`src/sv/lrct_pkg.sv`:
```
package lrct_pkg;

  localparam int ENTRIES_DEF      = 16;
  localparam int FILE_ID_BITS_DEF = 16;

  localparam int OFFSET_W = 64;
  localparam int LEN_W    = 32;
  localparam int CFG_W    = 32;
  localparam int CFG_IDX_W = 1;
  localparam int MAXE_W   = 5;
  localparam int LIM_W    = 8;

  // request commands
  localparam logic [1:0] CMD_LOOKUP = 2'd0;
  localparam logic [1:0] CMD_INSERT = 2'd1;
  localparam logic [1:0] CMD_CLEAR  = 2'd2;

  // answer codes
  localparam logic [1:0] STS_REFUSED = 2'd0;
  localparam logic [1:0] STS_MISS    = 2'd1;
  localparam logic [1:0] STS_HIT     = 2'd2;
  localparam logic [1:0] STS_DONE    = 2'd3;

  // configuration register indexes
  localparam logic [CFG_IDX_W-1:0] CFG_MIN_SIZE    = 1'd0;
  localparam logic [CFG_IDX_W-1:0] CFG_MAX_ENTRIES = 1'd1;

  // operations broadcast to the row of cells
  localparam logic [2:0] OP_NONE   = 3'd0;
  localparam logic [2:0] OP_CLEAR  = 3'd1;
  localparam logic [2:0] OP_TOUCH  = 3'd2;
  localparam logic [2:0] OP_REMOVE = 3'd3;
  localparam logic [2:0] OP_EVICT  = 3'd4;
  localparam logic [2:0] OP_PLACE  = 3'd5;

  typedef struct packed {
    logic [2:0]          op;
    logic [OFFSET_W-1:0] offset;
    logic [LEN_W-1:0]    length;
  } cell_ctl_t;

endpackage

```
`src/sv/lru_read_cache_table_top.sv`:
```
// channel   direction  ports                                              handshake
// request   in         in_cmd in_has_position in_file_id in_offset        in_valid / in_stall
//                      in_length
// result    out        out_status out_slot out_byte_count out_evicted     out_valid / out_stall
// config    in         cfg_index cfg_wdata                                cfg_we
//
// one request at a time. the sequencer steps the cell row: search, then rank update on a
// hit, or for an insert removal of an existing key, eviction and placement; each step is
// one broadcast to the cells. the result register then waits while out_stall is high.
// synchronous reset empties the table at once; no sweep is needed.
// in_stall is high whenever a request is in progress.
module lru_read_cache_table_top import lrct_pkg::*; #(
  parameter int ENTRIES      = ENTRIES_DEF,
  parameter int FILE_ID_BITS = FILE_ID_BITS_DEF
) (
  input  logic                    clk,
  input  logic                    rst_n,
  input  logic                    cfg_we,
  input  logic [CFG_IDX_W-1:0]    cfg_index,
  input  logic [CFG_W-1:0]        cfg_wdata,
  input  logic                    in_valid,
  output logic                    in_stall,
  input  logic [1:0]              in_cmd,
  input  logic                    in_has_position,
  input  logic [FILE_ID_BITS-1:0] in_file_id,
  input  logic [OFFSET_W-1:0]     in_offset,
  input  logic [LEN_W-1:0]        in_length,
  output logic                    out_valid,
  input  logic                    out_stall,
  output logic [1:0]              out_status,
  output logic [3:0]              out_slot,
  output logic [LEN_W-1:0]        out_byte_count,
  output logic                    out_evicted
);

  localparam int SLOT_W = (ENTRIES > 1) ? $clog2(ENTRIES) : 1;
  localparam int RANK_W = SLOT_W;
  localparam int CNT_W  = $clog2(ENTRIES + 1);

  localparam logic [2:0] ST_IDLE   = 3'd0;
  localparam logic [2:0] ST_FIND   = 3'd1;
  localparam logic [2:0] ST_TOUCH  = 3'd2;
  localparam logic [2:0] ST_REMOVE = 3'd3;
  localparam logic [2:0] ST_EVICT  = 3'd4;
  localparam logic [2:0] ST_PLACE  = 3'd5;
  localparam logic [2:0] ST_CLEAR  = 3'd6;
  localparam logic [2:0] ST_DONE   = 3'd7;

  logic [2:0]              state_r, state_nxt;
  logic [CNT_W-1:0]        count_r, count_nxt;
  logic [CFG_W-1:0]        min_size_r;
  logic [MAXE_W-1:0]       max_ent_r;
  logic [FILE_ID_BITS-1:0] req_file_r, req_file_nxt;
  logic [OFFSET_W-1:0]     req_offset_r, req_offset_nxt;
  logic [LEN_W-1:0]        req_len_r, req_len_nxt;
  logic [1:0]              req_cmd_r, req_cmd_nxt;
  logic [RANK_W-1:0]       hit_rank_r, hit_rank_nxt;
  logic [1:0]              res_status_r, res_status_nxt;
  logic [SLOT_W-1:0]       res_slot_r, res_slot_nxt;
  logic [LEN_W-1:0]        res_bytes_r, res_bytes_nxt;
  logic                    res_ev_r, res_ev_nxt;
  logic                    out_valid_r, out_valid_nxt;
  logic [1:0]              out_status_r;
  logic [3:0]              out_slot_r;
  logic [LEN_W-1:0]        out_bytes_r;
  logic                    out_ev_r;

  cell_ctl_t               cell_ctl;
  logic [RANK_W-1:0]       ref_rank;
  logic [ENTRIES:0]        taken;
  logic [ENTRIES-1:0]      cell_match;
  logic [ENTRIES-1:0]      cell_claim;
  logic [RANK_W-1:0]       cell_rank [ENTRIES];
  logic [LEN_W-1:0]        cell_len  [ENTRIES];

  logic                    hit_any;
  logic [SLOT_W-1:0]       hit_slot;
  logic [RANK_W-1:0]       hit_rank;
  logic [LEN_W-1:0]        hit_len;
  logic [SLOT_W-1:0]       free_slot;
  logic [LIM_W-1:0]        limit;
  logic [LIM_W-1:0]        max_ext;
  logic                    accept;
  logic                    load_out;
  logic [SLOT_W+3:0]       slot_ext;

  assign taken[0] = 1'b0;

  for (genvar g = 0; g < ENTRIES; g++) begin : g_cell
    lrct_cell #(
      .FILE_W (FILE_ID_BITS),
      .RANK_W (RANK_W)
    ) u_cell (
      .clk       (clk),
      .rst_n     (rst_n),
      .ctl       (cell_ctl),
      .key_file  (req_file_r),
      .ref_rank  (ref_rank),
      .taken_in  (taken[g]),
      .taken_out (taken[g+1]),
      .match     (cell_match[g]),
      .claim     (cell_claim[g]),
      .rank      (cell_rank[g]),
      .length    (cell_len[g])
    );
  end

  // at most one valid cell holds a given key, so plain or-reductions pick it
  always_comb begin
    hit_any   = |cell_match;
    hit_slot  = '0;
    hit_rank  = '0;
    hit_len   = '0;
    free_slot = '0;
    for (int i = 0; i < ENTRIES; i++) begin
      if (cell_match[i]) begin
        hit_slot = hit_slot | SLOT_W'(i);
        hit_rank = hit_rank | cell_rank[i];
        hit_len  = hit_len | cell_len[i];
      end
      if (cell_claim[i]) begin
        free_slot = free_slot | SLOT_W'(i);
      end
    end
  end

  always_comb begin
    max_ext = LIM_W'(max_ent_r);
    if (max_ext == '0) begin
      limit = LIM_W'(1);
    end else if (max_ext > LIM_W'(ENTRIES)) begin
      limit = LIM_W'(ENTRIES);
    end else begin
      limit = max_ext;
    end
  end

  assign accept   = in_valid && (state_r == ST_IDLE);
  assign load_out = (state_r == ST_DONE) && (!out_valid_r || !out_stall);

  always_comb begin
    cell_ctl.offset = req_offset_r;
    cell_ctl.length = req_len_r;
    cell_ctl.op     = OP_NONE;
    ref_rank        = hit_rank_r;
    case (state_r)
      ST_CLEAR:  cell_ctl.op = OP_CLEAR;
      ST_TOUCH:  cell_ctl.op = OP_TOUCH;
      ST_REMOVE: cell_ctl.op = OP_REMOVE;
      ST_EVICT: begin
        if (count_r != '0 && LIM_W'(count_r) >= limit) begin
          cell_ctl.op = OP_EVICT;
        end
        ref_rank = RANK_W'(count_r - CNT_W'(1));
      end
      ST_PLACE:  cell_ctl.op = OP_PLACE;
      default:   cell_ctl.op = OP_NONE;
    endcase
  end

  always_comb begin
    state_nxt      = state_r;
    count_nxt      = count_r;
    req_cmd_nxt    = req_cmd_r;
    req_file_nxt   = req_file_r;
    req_offset_nxt = req_offset_r;
    req_len_nxt    = req_len_r;
    hit_rank_nxt   = hit_rank_r;
    res_status_nxt = res_status_r;
    res_slot_nxt   = res_slot_r;
    res_bytes_nxt  = res_bytes_r;
    res_ev_nxt     = res_ev_r;
    case (state_r)
      ST_IDLE: begin
        if (accept) begin
          req_cmd_nxt    = in_cmd;
          req_file_nxt   = in_file_id;
          req_offset_nxt = in_offset;
          req_len_nxt    = in_length;
          res_status_nxt = STS_REFUSED;
          res_slot_nxt   = '0;
          res_bytes_nxt  = '0;
          res_ev_nxt     = 1'b0;
          if (in_cmd == CMD_CLEAR) begin
            state_nxt = ST_CLEAR;
          end else if ((in_cmd == CMD_LOOKUP || in_cmd == CMD_INSERT) &&
                       in_has_position && in_length > min_size_r) begin
            state_nxt = ST_FIND;
          end else begin
            state_nxt = ST_DONE;
          end
        end
      end
      ST_FIND: begin
        hit_rank_nxt = hit_rank;
        if (req_cmd_r == CMD_LOOKUP) begin
          if (hit_any && hit_len >= req_len_r) begin
            res_status_nxt = STS_HIT;
            res_slot_nxt   = hit_slot;
            res_bytes_nxt  = req_len_r;
            state_nxt      = ST_TOUCH;
          end else begin
            res_status_nxt = STS_MISS;
            state_nxt      = ST_DONE;
          end
        end else begin
          state_nxt = hit_any ? ST_REMOVE : ST_EVICT;
        end
      end
      ST_TOUCH: begin
        state_nxt = ST_DONE;
      end
      ST_REMOVE: begin
        count_nxt = count_r - CNT_W'(1);
        state_nxt = ST_EVICT;
      end
      ST_EVICT: begin
        if (cell_ctl.op == OP_EVICT) begin
          count_nxt  = count_r - CNT_W'(1);
          res_ev_nxt = 1'b1;
        end
        state_nxt = ST_PLACE;
      end
      ST_PLACE: begin
        // a free cell always exists here, eviction made room if needed
        count_nxt      = count_r + CNT_W'(1);
        res_slot_nxt   = free_slot;
        res_status_nxt = STS_DONE;
        state_nxt      = ST_DONE;
      end
      ST_CLEAR: begin
        count_nxt      = '0;
        res_status_nxt = STS_DONE;
        state_nxt      = ST_DONE;
      end
      ST_DONE: begin
        if (load_out) begin
          state_nxt = ST_IDLE;
        end
      end
      default: begin
        state_nxt = ST_IDLE;
      end
    endcase
  end

  always_comb begin
    out_valid_nxt = out_valid_r;
    if (load_out) begin
      out_valid_nxt = 1'b1;
    end else if (out_valid_r && !out_stall) begin
      out_valid_nxt = 1'b0;
    end
  end

  assign slot_ext = {4'b0000, res_slot_r};

  always_ff @(posedge clk) begin
    if (!rst_n) begin
      state_r     <= ST_IDLE;
      count_r     <= '0;
      out_valid_r <= 1'b0;
      min_size_r  <= '0;
      max_ent_r   <= MAXE_W'(16);
    end else begin
      state_r     <= state_nxt;
      count_r     <= count_nxt;
      out_valid_r <= out_valid_nxt;
      if (cfg_we && cfg_index == CFG_MIN_SIZE) begin
        min_size_r <= cfg_wdata;
      end
      if (cfg_we && cfg_index == CFG_MAX_ENTRIES) begin
        max_ent_r <= cfg_wdata[MAXE_W-1:0];
      end
    end
  end

  always_ff @(posedge clk) begin
    req_cmd_r    <= req_cmd_nxt;
    req_file_r   <= req_file_nxt;
    req_offset_r <= req_offset_nxt;
    req_len_r    <= req_len_nxt;
    hit_rank_r   <= hit_rank_nxt;
    res_status_r <= res_status_nxt;
    res_slot_r   <= res_slot_nxt;
    res_bytes_r  <= res_bytes_nxt;
    res_ev_r     <= res_ev_nxt;
    if (load_out) begin
      out_status_r <= res_status_r;
      out_slot_r   <= slot_ext[3:0];
      out_bytes_r  <= res_bytes_r;
      out_ev_r     <= res_ev_r;
    end
  end

  assign in_stall       = (state_r != ST_IDLE);
  assign out_valid      = out_valid_r;
  assign out_status     = out_status_r;
  assign out_slot       = out_slot_r;
  assign out_byte_count = out_bytes_r;
  assign out_evicted    = out_ev_r;

endmodule

```
`src/sv/lrct_cell.sv`:
```
module lrct_cell import lrct_pkg::*; #(
  parameter int FILE_W = FILE_ID_BITS_DEF,
  parameter int RANK_W = 4
) (
  input  logic              clk,
  input  logic              rst_n,
  input  cell_ctl_t         ctl,
  input  logic [FILE_W-1:0] key_file,
  input  logic [RANK_W-1:0] ref_rank,
  input  logic              taken_in,
  output logic              taken_out,
  output logic              match,
  output logic              claim,
  output logic [RANK_W-1:0] rank,
  output logic [LEN_W-1:0]  length
);

  logic                valid_r, valid_nxt;
  logic [RANK_W-1:0]   rank_r, rank_nxt;
  logic [FILE_W-1:0]   file_r;
  logic [OFFSET_W-1:0] offset_r;
  logic [LEN_W-1:0]    length_r;

  always_comb begin
    match     = valid_r && (file_r == key_file) && (offset_r == ctl.offset);
    // first free cell along the row takes a new entry
    claim     = !valid_r && !taken_in;
    taken_out = taken_in || !valid_r;
    rank      = rank_r;
    length    = length_r;
  end

  always_comb begin
    valid_nxt = valid_r;
    rank_nxt  = rank_r;
    case (ctl.op)
      OP_CLEAR: begin
        valid_nxt = 1'b0;
      end
      OP_TOUCH: begin
        if (match) begin
          rank_nxt = '0;
        end else if (valid_r && rank_r < ref_rank) begin
          rank_nxt = rank_r + RANK_W'(1);
        end
      end
      OP_REMOVE: begin
        if (match) begin
          valid_nxt = 1'b0;
        end else if (valid_r && rank_r > ref_rank) begin
          rank_nxt = rank_r - RANK_W'(1);
        end
      end
      OP_EVICT: begin
        // the oldest entry holds the top rank, so nobody else moves
        if (valid_r && rank_r == ref_rank) begin
          valid_nxt = 1'b0;
        end
      end
      OP_PLACE: begin
        if (claim) begin
          valid_nxt = 1'b1;
          rank_nxt  = '0;
        end else if (valid_r) begin
          rank_nxt = rank_r + RANK_W'(1);
        end
      end
      default: begin
        valid_nxt = valid_r;
      end
    endcase
  end

  always_ff @(posedge clk) begin
    if (!rst_n) begin
      valid_r <= 1'b0;
    end else begin
      valid_r <= valid_nxt;
    end
  end

  always_ff @(posedge clk) begin
    rank_r <= rank_nxt;
    if (ctl.op == OP_PLACE && claim) begin
      file_r   <= key_file;
      offset_r <= ctl.offset;
      length_r <= ctl.length;
    end
  end

endmodule

```
`config.mk`:
```
export PLATFORM = sky130hd
export DESIGN_NAME = lru_read_cache_table_top
export DESIGN_NICKNAME = d
export VERILOG_FILES = /design/src/sv/lrct_pkg.sv /design/src/sv/lru_read_cache_table_top.sv /design/src/sv/lrct_cell.sv
export SDC_FILE = /design/constraint.sdc
export NUM_CORES = 2
export LEC_CHECK = 0
export BUFFER_PORTS_ARGS = -buffer_cell sky130_fd_sc_hd__buf_2
export CAP_MARGIN = 20
export CORE_UTILIZATION = 40
export CTS_BUF_LIST = sky130_fd_sc_hd__clkbuf_8
export CTS_CLUSTER_SIZE = 28
export DETAILED_ROUTE_END_ITERATION = 10
export GPL_ROUTABILITY_DRIVEN = 0
export GPL_TIMING_DRIVEN = 1
export PLACE_DENSITY = 0.56
export SYNTH_ARGS = -nofsm -noshare
export SYNTH_HDL_FRONTEND = slang
export SYNTH_SLANG_ARGS = --single-unit
```
`constraint.sdc`:
```
create_clock -name clk -period 16.3 [get_ports clk]
set_input_delay 2.445 -clock clk [delete_from_list [all_inputs] [get_ports clk]]
set_output_delay 2.445 -clock clk [all_outputs]
set_load 0.01 [all_outputs]
```
==> impl_metrics.py <==
metrics = {
    "power": {
        "finalPower_mw": 14.8,
        "total_leakage_power_nw": 35.2,
        "pwr-share-comb_pct": 23.1,
        "peakVddDrop_mv": 0.103,
        "p_int_mw": 9.86,
        "p_sw_share_pct": 33.3,
        "power.switching_mw": 4.91,
        "powerDensity_mw_per_mm2": 137,
        "p_clk_share_pct": 30.9,
        "seq_power_share_pct": 46.1,
    },
    "place": {
        "io_buffers": 193,
        "post_dp_cell_area_mm2": 0.101,
        "hpwl_um": 219000,
        "place_ws_ns": 8.46,
    },
    "sta": {
        "finalCritPeriodShare_pct": 45.8,
        "finalCriticalPeriod_ns": 7.47,
        "final_max_slew_viol_count": 0,
        "timing.hold.ws_ns": 0.408,
        "clock.fmax_ghz": 0.134,
        "setup_slack_ns": 8.83,
        "final.setup.tns_ns": 0,
        "worst_pin_slew_ns": 1.33,
        "final.setup_skew_ns": 0.0994,
        "hold_viol": 0,
        "max-slew-margin-rel_pct": 11.1,
        "setup-violations-final": 0,
        "rsz0062_at_grt": "false",
    },
    "layout": {
        "fin_area_mm2": 0.108,
        "drive_gt1_share_pct": 12.1,
        "area_growth_pct": 12.9,
        "fin_nets": 7794,
    },
    "routing": {
        "drt-total-wl_um": 342000,
        "drtPass1Iterations": 6,
        "via_per_inst": 6.05,
        "drtIter0Drc": 8888,
        "wl_per_cell_um": 31.4,
        "vias": 65948,
        "antenna_left": 0,
        "drc": 0,
    },
    "clock_network": {
        "cts_tree": "yes",
        "cts_buffers": 374,
        "root_buffer": "clkbuf_8",
        "hold_buffers": 0,
        "cts_buffer_depth": 4,
        "cts_num_sinks": 2114,
        "path_clk_slew_ns": 0.06,
        "ctsResizeCount": 0,
        "clock_latency_ns": 1.11,
        "ctsHtreeMaxLevel": 5,
        "post-cts-setup-buffers": 0,
    },
    "global_route": {
        "overflow": 0,
        "antenna_found_initial": 26,
        "grt_pass1_vias": 63279,
        "grt_usage_pct": 27.8,
        "grt_pass1_wl_um": 476000,
        "grt_max_degree": 113,
    },
    "setup_path": {
        "start_kind": "flop",
        "reg2regPathDepth": 23,
        "path_cells": "buf_4, buf_4, nor2b_1, a2111o_1, nor3_1, nand4_1, nor4_4, buf_16, buf_4, a221oi_1, and3_1, nand4_1, ha_1, a21o_1, a21o_1, a21oi_1, o21ai_0, a21oi_1, o21ai_0, clkbuf_4, nand3_1, a21oi_4, buf_4",
        "cp_slowest_stage_delay_ns": 0.84,
        "crit_type": "reg -> reg",
        "rr_endpoint": "res_bytes_r[7]",
        "regToRegSetupSlack_ns": 8.83,
        "required_ns": 16.99,
        "crit_top_cell": "buf_4",
        "crit_arrival_ns": 8.16,
        "r2r_start": "req_offset_r[26]",
        "end_kind": "flop",
        "cp_max_fo": 34,
        "crit_slowest_cell": "nor3_1",
    },
    "outcome": {
        "status": "finished, final reports clean",
    },
    "hold_path": {
        "hold_path.startpoint": "res_ev_r",
        "min_to": "out_evicted",
        "whs_path_depth": 0,
        "hp-class": "reg -> reg",
    },
    "floorplanning": {
        "start_util_pct": 40.4,
        "rows": 178,
        "die_x_um": 490,
        "die_area_mm2": 0.240,
        "ios": 194,
        "die_h_um": 490,
        "core_area_mm2": 0.236,
    },
    "yosys": {
        "synth-async-reset-ratio_pct": 0,
        "synth_edf_count": 2052,
        "syn_nets": 7278,
        "yosysWarningCount": 0,
        "synthesis.area_per_instance_um2": 13.7,
        "synth_top_area_share_pct": 64.7,
        "ys.flop_type": "edfxtp_1",
        "synthesis.area_mm2": 0.0953,
        "synthTopCellsByArea": "edfxtp_1 (65%), xnor2_1 (6.4%), nand2b_1 (4.3%)",
        "ys_seq_area_share_pct": 66.0,
        "ys_ff_latch": 2114,
        "yosysTopAreaCell": "edfxtp_1",
        "yosys.cell_types.count": 80,
        "syn_inst": 6958,
    },
    "job": {
        "max-cap-violations": 0,
    },
}
-- cells in the mapped netlist (38+ instances only) --
cell type / instances
dfxtp_1: 62
and3_1: 38
xnor2_1: 699
buf_2: 196
nand2_1: 256
nor2_1: 191
a21oi_1: 160
o2111ai_1: 58
nor4_1: 208
o21ai_0: 112
inv_1: 223
edfxtp_1: 2052
a221oi_1: 109
clkbuf_1: 78
nand2b_1: 653
nand4_1: 560
nor3_1: 114
ha_1: 167
xor2_1: 218
a22oi_1: 136
nor2b_1: 39
nand3_1: 152
a22o_1: 102
-- layout make-up --
class	instances	area, um^2
inverters	224	851
diodes	10	25.0
flip-flops and latches	2114	62900
multi-input cells	4320	30400
fillers	21217	129000
clock inverters	261	1340
well taps	3150	3940
clock buffers	384	5290
repair buffers	440	2890
-- stage by stage --
stage	instances	util, %
after floorplan	6958	-
after global routing	10895	45.5
final	10903	45.6
after detailed placement	10247	42.7
after CTS	10892	45.5
after global placement	10245	42.7
-- power groups by stage --
stage / Clock [mW] / Sequential [mW] / Combinational [mW]
2_1_floorplan: 0 / 6.90 / 1.89
3_3_place_gp: 0 / 6.90 / 3.26
3_5_place_dp: 0 / 6.91 / 3.32
4_1_cts: 4.62 / 6.80 / 3.33
5_1_grt: 4.85 / 6.84 / 3.60
6_report: 4.56 / 6.81 / 3.40
-- state kept, by name, summed over array words and instances, names as in the netlist, 3 cells and up --
name,cells
count_r,5
g_cell.u_cell.file_r,256
g_cell.u_cell.length,512
g_cell.u_cell.offset_r,1024
g_cell.u_cell.rank,64
g_cell.u_cell.valid_r,16
hit_rank_r,4
max_ent_r,5
min_size_r,32
out_byte_count,32
out_slot,4
req_file_r,16
req_len_r,32
req_offset_r,64
res_bytes_r,32
res_slot_r,4
state_r,3
-- cells in the final DEF (no fill, tap or decap), types with 37 or more instances in the layout --
cell type / count
edfxtp_1: 2052
xnor2_1: 699
nand2b_1: 653
nand4_1: 560
clkbuf_8: 384
inv_1: 322
nand2_1: 254
buf_4: 240
xor2_1: 218
nor4_1: 203
buf_2: 194
nor2_1: 184
ha_1: 167
a21oi_1: 158
nand3_1: 152
a22oi_1: 136
o21ai_0: 109
a221oi_1: 109
clkinv_1: 107
nor3_1: 106
a22o_1: 102
dfxtp_1: 62
o2111ai_1: 58
nor2b_1: 38
and3_1: 37
-- cell families (layout without fill, tap and decap cells) --
| logic type | count (synthesis) | count (layout) | synth area share [%] |
|---|---|---|---|
| xor+xnor | 917 | 917 | 8.43 |
| mux | 4 | 4 | 0.0433 |
| simple gates | 2338 | 2338 | 14.2 |
| flops | 2114 | 2114 | 66.0 |
| compound gates | 894 | 894 | 6.78 |
| fa+ha+maj | 167 | 167 | 2.19 |
| other cells | 0 | 10 | 0 |
| buf+inv | 524 | 1309 | 2.41 |
-- how the worst max path moves through the flow --
| stage | start | to | cells after the start |
|---|---|---|---|
| 2_1_floorplan | state_r[2] | g_cell[12].u_cell.file_r[0] | 8 |
| 3_3_place_gp | req_offset_r[26] | res_bytes_r[10] | 21 |
| 3_5_place_dp | req_offset_r[26] | res_bytes_r[10] | 22 |
| 4_1_cts | req_offset_r[26] | res_bytes_r[22] | 22 |
| 5_1_grt | req_offset_r[26] | res_bytes_r[9] | 23 |
| 6_report | req_offset_r[26] | res_bytes_r[7] | 23 |
-- layer usage --
layer | vias to the layer above | wire length, um | track usage, %
li1 | 27764 | - | -
met3 | 756 | 31500 | 4.94
met1 | 33409 | 142000 | 38.8
met2 | 4009 | 152000 | 42.1
met4 | 10 | 16800 | 12.9
met5 | - | 62 | 0
-- worst max-delay path, delay by kind of cell, from the launching register on --
family | cells | cell delay (ns)
buffers and inverters | 6 | 2.27
AOI/OAI and AO/OA | 9 | 1.81
and+or+nand+nor | 7 | 2.30
adders and majority gates | 1 | 0.17
DFF | 1 | 0.32
(Power assumes the default switching activity.)
